## src/sv/docbq_ram.sv

```systemverilog
// Generic simple dual-port synchronous RAM, one write and one read port.
// Read data is registered. No dependencies.
`default_nettype none

module docbq_ram #(
    parameter int WIDTH = 8,
    parameter int DEPTH = 16,
    localparam int AW   = $clog2(DEPTH)
) (
    input  wire logic             clk,
    input  wire logic             wr_en,
    input  wire logic [AW-1:0]    wr_addr,
    input  wire logic [WIDTH-1:0] wr_data,
    input  wire logic             rd_en,
    input  wire logic [AW-1:0]    rd_addr,
    output logic      [WIDTH-1:0] rd_data
);

    logic [WIDTH-1:0] mem [DEPTH];

    // Write beat
    always_ff @(posedge clk)
    begin
        if (wr_en)
        begin
            mem[wr_addr] <= wr_data;
        end
    end

    // Registered read, hold data when not enabled
    always_ff @(posedge clk)
    begin
        if (rd_en)
        begin
            rd_data <= mem[rd_addr];
        end
    end

endmodule

`default_nettype wire

```

## config.mk

```make
export PLATFORM = sky130hd
export DESIGN_NAME = docbq_ram
export DESIGN_NICKNAME = d
export VERILOG_FILES = /design/src/sv/docbq_ram.sv
export SDC_FILE = /design/constraint.sdc
export NUM_CORES = 1
export LEC_CHECK = 0
export ABC_AREA = 0
export ABC_CLOCK_PERIOD_IN_PS = 1650
export BUFFER_PORTS_ARGS = -buffer_cell sky130_fd_sc_hd__clkbuf_2
export CORE_ASPECT_RATIO = 0.75
export CORE_MARGIN = 2
export CORE_UTILIZATION = 30
export DETAILED_ROUTE_END_ITERATION = 10
export HOLD_SLACK_MARGIN = 0.05
export PLACE_DENSITY = 0.57
export SLEW_MARGIN = 20
export SYNTH_ARGS = -nofsm -noshare
export SYNTH_HDL_FRONTEND = slang
export SYNTH_SLANG_ARGS = --single-unit
```

## constraint.sdc

```tcl
create_clock -name clk -period 1.65 [get_ports clk]
set_input_delay 0.165 -clock clk [delete_from_list [all_inputs] [get_ports clk]]
set_output_delay 0.165 -clock clk [all_outputs]
set_load 0.01 [all_outputs]
```

## Word-level counts from Yosys, hierarchy flattened

Memory sizes are Yosys's and may differ from the RTL's. A register that Yosys moved wholly into a read port is not among the register bits.
Cells that the tools add are included.

- Flip-flop bits (word level): 0
- Latch bits: 0
- Memory bits (writable): 128
- Memory bits (read-only): 0
- Bits of input ports: 19
- Output and inout port bits: 8
- Word-level logic and storage cells: 3
- Memories kept: 1

Memories:

| memory | depth | bits a word | rd ports | clocked after memory_dff | wr ports | RTL line | RTL |
|---|---|---|---|---|---|---|---|
| mem | 16 | 8 | 1 | 1 | 1 | 19 | `logic [WIDTH-1:0] mem [DEPTH];` |

- Add/subtract/negate cells: 0
- Multiply operators: 0
- Divide/modulo/power cells: 0
- Order comparisons: 0
- Equal/unequal tests: 0
- Shifts and indexed selects: 0
- Multiplexer cells: 2
- Bitwise operators: 0
- Reduce and logical (&&, ||, !) cells: 0

Operators by type and width:

| cell | count |
|---|---|
| $mux 1 | 2 |

## Logic depth before layout (Yosys ltp)

Gate-level depths: netlist of the first run.

- Depth after elaboration: 2
- Depth in mapped cells: 5
- Gate-level depth less buffers: 3

## Worst setup path after synthesis of the first run

OpenSTA, ideal clock, no wires.

- Path kind: input to register
- Start point: in wr_addr[2]
- End point: mem mem[0][0] (enable)
- Library setup time: 0.383 ns
- Data arrival time: 1.275 ns
- Required time: 1.267 ns
- Path slack: -0.008 ns
- Stages: 2
- Path buffers: 0
- Cell sequence: or3b_2 -> nor3_1

RTL lines:

| what | RTL line | RTL |
|---|---|---|
| start, declared | 12 | `input wire logic [AW-1:0] wr_addr,` |
| end, declared | 19 |  |

Straight into the memory's write port.

==> impl_metrics.py, run 1 <==
metrics = {
    "timing": {
        "worst_slew_pin_slew_ps": 781,
        "setup_viol_count_final": 0,
        "slew_headroom_pct": 47.8,
        "clock.fmax_ghz": 0.634,
        "hold_viol": 0,
        "tns_ps": 0,
        "min_period_over_period_pct": 95.6,
        "period_minus_slack_ps": 1580,
        "worst_clock_skew_ps": 7.23,
        "final_max_slew_viol_count": 0,
        "rsz0062_at_grt": "no",
        "fin_ws_ps": 73.0,
    },
    "drt": {
        "vias": 2505,
        "routed-wl-met2_mm": 4.48,
        "met3WireLength_um": 805,
        "wl_per_cell_um": 20.6,
        "wl_mm": 10.6,
        "detail_route.iter0.violations": 292,
        "wl_met1_mm": 5.22,
        "firstDrtPassIters": 4,
        "routed.top_layer": "met4",
        "antenna_left": 0,
        "route.detailed.drc": 0,
        "avgViaCountPerCell": 4.85,
    },
    "synthesis": {
        "yosysSeqAreaShare_pct": 78.1,
        "ys_warn_count": 0,
        "synthArstFlopShare_pct": 0,
        "synth_edf_count": 136,
        "syn_inst": 229,
        "yosysTopAreaCell": "edfxtp_1",
        "avgSynthCellArea_um2": 22.8,
        "synthesis.area_mm2": 0.00523,
        "synth_area_leaders": "edfxtp_1 (78%), mux4_2 (7.8%), mux4_1 (7.0%)",
        "yosys.cell_types.count": 18,
        "syn_nets": 248,
        "synth_top_area_share_pct": 78.1,
        "synth_most_common_cell": "edfxtp_1",
        "synthFlopType": "edfxtp_1",
        "yosys_register_bits": 136,
        "ys_top_cells_by_count": "edfxtp_1 (136), mux4_2 (18), a22oi_1 (16)",
    },
    "setup_path": {
        "critPathRequiredTime_ps": 1790,
        "critPathKind": "reg2reg",
        "end_kind": "flop",
        "crit_path_start_kind": "flop",
        "worstSetupStartpoint": "mem[1][7]",
        "arrival_ps": 1720,
        "r2r-start": "mem[1][7]",
        "crit_fanout": 1,
    },
    "placed_design": {
        "port_buffers": 26,
        "place_area_mm2": 0.00581,
        "dp_slack_ps": -194,
        "gp_congestion": 0.735,
        "dp.cells": 488,
        "dp_hpwl_mm": 7.08,
    },
    "flow_run": {
        "cap_violations": 0,
    },
    "floorplanning": {
        "core_area_mm2": 0.0169,
        "num_rows": 41,
        "die-height_um": 118,
        "die_area_mm2": 0.0185,
        "io_pins": 27,
        "start_util_pct": 30.9,
        "die_w_um": 156,
    },
    "final_layout": {
        "drive_gt1_share_pct": 31.1,
        "fin_nets": 311,
        "final_cells": 517,
        "final_cell_area_mm2": 0.00631,
        "syn2layout_area_growth_pct": 20.7,
        "n_antenna_cell": 0,
    },
    "worst_hold_path": {
        "hold_path.class": "in2reg",
        "min_from": "rd_en",
    },
    "global_routing": {
        "grt_usage_pct": 12.3,
        "antenna_found_initial": 0,
        "grt_remaining_overflow": 0,
        "first_global_vias": 2522,
        "grt_pass1_wl_mm": 15.9,
        "grt_max_degree": 17,
    },
    "cts": {
        "cts_num_sinks": 136,
        "clock_latency_ps": 410,
        "cts-htree-levels": 4,
        "cts_tree": "done",
        "clockRootBuffer": "clkbuf_16",
        "numCtsBuffers": 17,
        "post_cts_buffers": 0,
        "clock_path_buffers": 2,
        "clk_pin_slew_worst_paths_ps": 60,
    },
    "pwr": {
        "power_mw": 7.59,
        "cellPowerDensity_mw_per_mm2": 1200,
        "peakVddDrop_v": 0.000761,
        "power.leakage_nw": 2.12,
    },
    "run_status": {
        "status": "finished clean",
    },
}
==> state kept, by name, indices dropped and copies added (netlist names) <==
signal,cells
mem,128
rd_data,8
==> layout by cell type (no fill, tap or decap), types with 9 or more instances in the layout <==
cell type / instances
clkbuf_16: 17
mux4_2: 18
mux4_1: 14
nor2_1: 13
clkbuf_2: 26
a22oi_1: 15
buf_4: 24
nand2_1: 9
edfxtp_1: 136
==> cell type report <==
class | count | area [um^2]
tap | 215 | 269
multi-input combinational | 83 | 1070
clock buffer | 22 | 444
fill | 1538 | 10600
timing repair buffer | 54 | 390
clock inverter | 7 | 56.3
sequential | 136 | 4080
==> stage by stage <==
step,hold slack (ps),utilization [%]
floorplan,264,-
global placement,554,34.3
detailed placement,571,34.3
CTS,143,37.3
global route,147,37.3
finish,153,37.3
==> power by group <==
part | switching (mW) | internal (mW) | total (mW)
Sequential | 0.0178 | 3.90 | 3.91
Combinational | 0.224 | 0.174 | 0.398
Clock | 1.27 | 2.02 | 3.28
==> worst max-delay path: stages (launching register included) <==
cell	delay, ps
edfxtp_1	370
mux4_2	470
a22oi_1	320
nand2_1	150
==> final timing paths <==
kind                              endpoint  slack (ps)  depth (start not counted)
worst max register to register  rd_data[7]          70                          3
worst min-delay path            rd_data[6]         150                          1
worst max-delay path            rd_data[7]          70                          3
worst min register to register  rd_data[3]         750                          3
==> metal layers <==
layer  global-route usage [%]  up-vias
li1                         -     1103
met1                     19.0     1278
met2                     16.2      112
met3                     3.52       12
met4                     4.36        0
met5                        0        -
==> kinds of logic after synthesis <==
group | count (synthesis) | synth area share (%)
flops | 136 | 78.1
simple gates | 35 | 3.14
mux | 32 | 14.8
compound gates | 16 | 2.30
buf+inv | 10 | 1.65
==> repair_timing <==
item	4_1_cts	5_1_grt
resized for setup	0	1
endpoints found under the setup margin	0	1
hold buffers	0	0
Note: power is estimated with default switching activity, not from simulation.
==> inputs of run 2 (changes only) <==
Settings changed: PLACE_DENSITY 0.57 to unset, PLACE_DENSITY_LB_ADDON set to 0.25.
==> impl_metrics.py, run 2 (synthesis results as in run 1) <==
metrics = {
    "setup_path": {
        "crit_chain": "mux4_1 > a22oi_1 > nand2_1",
        "cp_slowest_stage_delay_ps": 510,
        "reg2reg_slack_ps": 160,
        "critPathRequiredTime_ps": 1810,
        "crit_path_start_kind": "flop",
        "path_buf_inv": 0,
        "r2r_end": "rd_data[0]",
        "critPathKind": "reg2reg",
        "endpoint": "rd_data[0]",
        "worst_path_max_delay_cell": "mux4_1",
        "end_kind": "flop",
        "cp.depth": 3,
        "r2r-start": "mem[0][0]",
        "ff2ff_path_depth": 3,
        "arrival_ps": 1650,
        "worstSetupStartpoint": "mem[0][0]",
        "critical_path.top_delay_family": "multiplexers",
        "crit_fanout": 1,
    },
    "placed_design": {
        "port_buffers": 26,
        "gp_congestion": 0.698,
        "dp.cells": 484,
        "dp_hpwl_mm": 7.30,
        "dp_slack_ps": -128,
    },
    "final_layout": {
        "regMostFlops": "mem",
        "fin_nets": 307,
        "syn2layout_area_growth_pct": 22.2,
        "multi_input_area_mm2": 0.00106,
        "filler_cell_count": 1524,
        "drive_gt1_share_pct": 33.6,
        "reg_top3": "mem (128), rd_data (8)",
        "n_antenna_cell": 0,
        "final_cells": 516,
        "register_area_mm2": 0.00408,
        "final_cell_mix": "edfxtp_1 (136), clkbuf_2 (26), buf_4 (21)",
        "layout_commonest_cell": "edfxtp_1",
        "largest_reg_flops": 128,
        "utilization_pct": 37.7,
    },
    "timing": {
        "period_minus_slack_ps": 1490,
        "rsz0062_at_grt": "no",
        "clock.fmax_ghz": 0.670,
        "fin_ws_ps": 159,
        "final_max_slew_viol_count": 0,
        "worst_slew_pin_slew_ps": 766,
        "min_period_over_period_pct": 90.4,
        "setup_viol_count_final": 0,
        "hold_viol": 0,
        "slew_headroom_pct": 48.8,
        "worst_clock_skew_ps": 6.45,
    },
    "floorplanning": {
        "io_pins": 27,
        "die-height_um": 118,
        "num_rows": 41,
        "start_util_pct": 30.9,
        "die_w_um": 156,
        "core_area_mm2": 0.0169,
        "die_area_mm2": 0.0185,
    },
    "drt": {
        "vias": 2505,
        "firstDrtPassIters": 4,
        "antenna_left": 0,
        "route.detailed.drc": 0,
        "wl_mm": 10.9,
        "avgViaCountPerCell": 4.85,
        "wl_per_cell_um": 21.2,
        "detail_route.iter0.violations": 266,
    },
    "pwr": {
        "cellPowerDensity_mw_per_mm2": 1290,
        "p_comb_share_pct": 4.6,
        "clock_power_share_pct": 48.0,
        "peakVddDrop_v": 0.000939,
        "switchingPower_mw": 1.68,
        "swShare_pct": 20.3,
        "p_seq_share_pct": 47.4,
        "power.leakage_nw": 2.16,
        "intPower_mw": 6.59,
    },
    "worst_hold_path": {
        "min_from": "rd_en",
        "hold_path.class": "in2reg",
    },
    "global_routing": {
        "grt_usage_pct": 12.8,
        "antenna_found_initial": 0,
        "grt_remaining_overflow": 0,
        "first_global_vias": 2632,
        "grt_max_degree": 21,
        "grt_pass1_wl_mm": 16.8,
    },
    "cts": {
        "numCtsBuffers": 17,
        "clock_path_buffers": 2,
        "post_cts_buffers": 0,
        "cts_num_sinks": 136,
        "clock_latency_ps": 410,
        "clk_pin_slew_worst_paths_ps": 60,
        "cts_tree": "done",
        "clockRootBuffer": "clkbuf_16",
        "cts-htree-levels": 4,
        "ctsResizeCount": 0,
        "hold_buffers": 0,
    },
    "flow_run": {
        "cap_violations": 0,
    },
    "run_status": {
        "status": "finished clean",
    },
}
==> run 2: how the worst min path moves through the flow <==
stage                 end  cells past startpoint
2_1_floorplan   mem[0][0]                      0
3_3_place_gp   rd_data[3]                      1
3_5_place_dp   rd_data[2]                      1
4_1_cts        rd_data[3]                      1
5_1_grt        rd_data[2]                      1
6_report       rd_data[4]                      1
==> run 2: power groups by stage <==
stage	registers [mW]	clock network [mW]	logic, mW
finish	3.92	3.97	0.379
global route	3.92	4.22	0.414
CTS	3.92	4.06	0.389
detailed placement	3.99	0	0.388
global placement	3.99	0	0.383
floorplan	3.99	0	0.197
==> run 2: worst reg2reg max path: cells and delay by family, from the launching register on <==
family | cells | cell delay, ps
AOI/OAI and AO/OA | 1 | 280
DFF | 1 | 370
and+or+nand+nor | 1 | 90
muxes | 1 | 510
==> run 2: layout make-up <==
class	count	share of cell area [%]
Clock inverter	15	3.15
Multi-Input combinational cell	83	16.6
Clock buffer	17	6.66
Tap cell	215	4.21
Timing Repair Buffer	50	5.44
Sequential cell	136	63.9
==> run 2: stage by stage <==
stage                     power (mW)  setup TNS [ps]  hold slack (ps)  cell area [um^2]
after detailed placement        4.38            -515              584              5760
after floorplan                 4.18               0              264              5230
after CTS                       8.36               0              174              6390
final                           8.27               0              183              6390
after global routing            8.56               0              181              6390
after global placement          4.37            -408              588              5760
==> run 2: metal layers <==
layer / global-route usage (%) / vias up / part of all wire (%)
met3: 3.67 / 10 / 5.4
met1: 17.9 / 1327 / 47
met5: 0 / - / 0
li1: - / 1102 / -
met2: 19.0 / 66 / 46
met4: 4.42 / 0 / 0.99
==> inputs of run 3 (changes only) <==
Settings changed: ABC_AREA 0 to 1.
==> impl_metrics.py, run 3 <==
metrics = {
    "synthesis": {
        "yosys_register_bits": 136,
        "synth_edf_count": 136,
        "yosys.cell_types.count": 11,
        "ys_top_cells_by_count": "nand2_1 (173), edfxtp_1 (136), inv_1 (100)",
        "ys_warn_count": 0,
        "synth_area_leaders": "edfxtp_1 (70%), nand2_1 (11%), nand3_1 (8.3%)",
        "synth_most_common_cell": "nand2_1",
        "yosysTopAreaCell": "edfxtp_1",
        "avgSynthCellArea_um2": 10.6,
        "syn_nets": 570,
        "synthesis.area_mm2": 0.00585,
        "synthFlopType": "edfxtp_1",
        "yosysSeqAreaShare_pct": 69.8,
        "synthArstFlopShare_pct": 0,
        "synth_top_area_share_pct": 69.8,
        "syn_inst": 551,
    },
    "worst_hold_path": {
        "hold_path.class": "in2reg",
    },
    "global_routing": {
        "grt_remaining_overflow": 0,
        "antenna_found_initial": 1,
        "first_global_vias": 3530,
        "grt_max_degree": 49,
        "grt_usage_pct": 14.7,
        "grt_pass1_wl_mm": 22.0,
    },
    "final_layout": {
        "syn2layout_area_growth_pct": 18.9,
        "regMostFlops": "mem",
        "fin_nets": 614,
        "reg_top3": "mem (128), rd_data (8)",
        "layout_commonest_cell": "nand2_1",
        "largest_reg_flops": 128,
        "n_antenna_cell": 0,
        "drive_gt1_share_pct": 13.3,
        "final_cell_mix": "nand2_1 (173), edfxtp_1 (136), inv_1 (100)",
    },
    "drt": {
        "avgViaCountPerCell": 4.51,
        "wl_per_cell_um": 16.8,
        "route.detailed.drc": 0,
        "detail_route.iter0.violations": 495,
        "antenna_left": 0,
        "vias": 3886,
        "firstDrtPassIters": 6,
        "wl_mm": 14.5,
    },
    "timing": {
        "hold_viol": 0,
        "clock.fmax_ghz": 0.824,
        "setup_viol_count_final": 0,
        "rsz0062_at_grt": "no",
        "worst_clock_skew_ps": 8.78,
        "min_period_over_period_pct": 73.6,
        "fin_hold_ws_ps": 163,
        "period_minus_slack_ps": 1210,
        "tns_ps": 0,
        "slew_headroom_pct": 55.5,
        "final_max_slew_viol_count": 0,
        "worst_slew_pin_slew_ps": 666,
    },
    "cts": {
        "hold_buffers": 0,
        "cts_tree": "done",
        "clockRootBuffer": "clkbuf_16",
        "numCtsBuffers": 17,
        "ctsResizeCount": 0,
        "cts-htree-levels": 4,
        "clock_latency_ps": 430,
        "post_cts_buffers": 0,
        "clock_path_buffers": 2,
        "cts_num_sinks": 136,
        "clk_pin_slew_worst_paths_ps": 60,
    },
    "pwr": {
        "power.leakage_nw": 2.97,
        "cellPowerDensity_mw_per_mm2": 1220,
        "peakVddDrop_v": 0.000668,
    },
    "setup_path": {
        "r2r_end": "rd_data[3]",
        "arrival_ps": 1390,
        "end_kind": "flop",
        "critPathRequiredTime_ps": 1830,
        "endpoint": "rd_data[3]",
        "crit_fanout": 1,
        "r2r-start": "mem[1][3]",
        "crit_path_start_kind": "flop",
        "worstSetupStartpoint": "mem[1][3]",
        "reg2reg_slack_ps": 440,
        "critPathKind": "reg2reg",
        "ff2ff_path_depth": 6,
    },
    "placed_design": {
        "port_buffers": 26,
        "gp_congestion": 0.789,
        "dp_hpwl_mm": 9.27,
    },
    "flow_run": {
        "cap_violations": 0,
    },
    "floorplanning": {
        "core_area_mm2": 0.0192,
        "start_util_pct": 30.4,
        "die_area_mm2": 0.0206,
        "die_w_um": 165,
        "num_rows": 44,
        "die-height_um": 125,
        "io_pins": 27,
    },
    "run_status": {
        "status": "finished clean",
    },
}
-- run 3: worst min-delay path by stage --
| stage | from | cells after the start | end |
|---|---|---|---|
| final | rd_en | 1 | rd_data[2] |
| after global routing | rd_en | 1 | rd_data[2] |
| after CTS | rd_en | 1 | rd_data[2] |
| after detailed placement | rd_en | 1 | rd_data[2] |
| after global placement | rd_en | 1 | rd_data[2] |
| after floorplan | wr_data[0] | 0 | mem[0][0] |
-- run 3: final cells by class --
class / instances / area [um^2]
inverter: 102 / 383
sequential: 136 / 4080
clock inverter: 14 / 198
clock buffer: 18 / 429
multi-input combinational: 289 / 1210
tap: 253 / 317
timing repair buffer: 49 / 328
fill: 1861 / 12300
-- run 3: power by group --
part | switching [mW] | internal, mW
Combinational | 0.354 | 0.140
Clock | 1.52 | 2.54
Sequential | 0.0229 | 3.89
Total | 1.90 | 6.57
-- run 3: metal layers --
| layer | wire [um] | vias up | global-route usage, % |
|---|---|---|---|
| li1 | - | 1868 | - |
| met1 | 7220 | 1835 | 24.2 |
| met2 | 5880 | 170 | 18.5 |
| met3 | 1210 | 13 | 3.66 |
| met4 | 148 | 0 | 4.30 |
| met5 | 0 | - | 0 |
-- run 3: kinds of logic after synthesis --
| logic type | after synthesis | share of synthesized area, % |
|---|---|---|
| buffers and inverters | 126 | 9.39 |
| DFF | 136 | 69.8 |
| and+or+nand+nor | 289 | 20.8 |
-- run 3: critical path, cell delays in order (launching register included) --
cell      delay (ps)
edfxtp_1         360
inv_1             70
nand2_1           60
nand3_1          100
nand3_1          190
nand3_1          130
nand2_1           60
-- run 3: per-stage QoR --
step	utilization [%]	instance area, um^2	total power, mW	setup WS [ps]	std cells
after global routing	36.2	6950	8.72	383	861
after global placement	32.9	6320	4.48	232	829
after CTS	36.2	6950	8.51	461	861
after floorplan	-	5850	4.26	534	551
final	36.2	6950	8.47	436	861
after detailed placement	32.9	6320	4.49	196	829
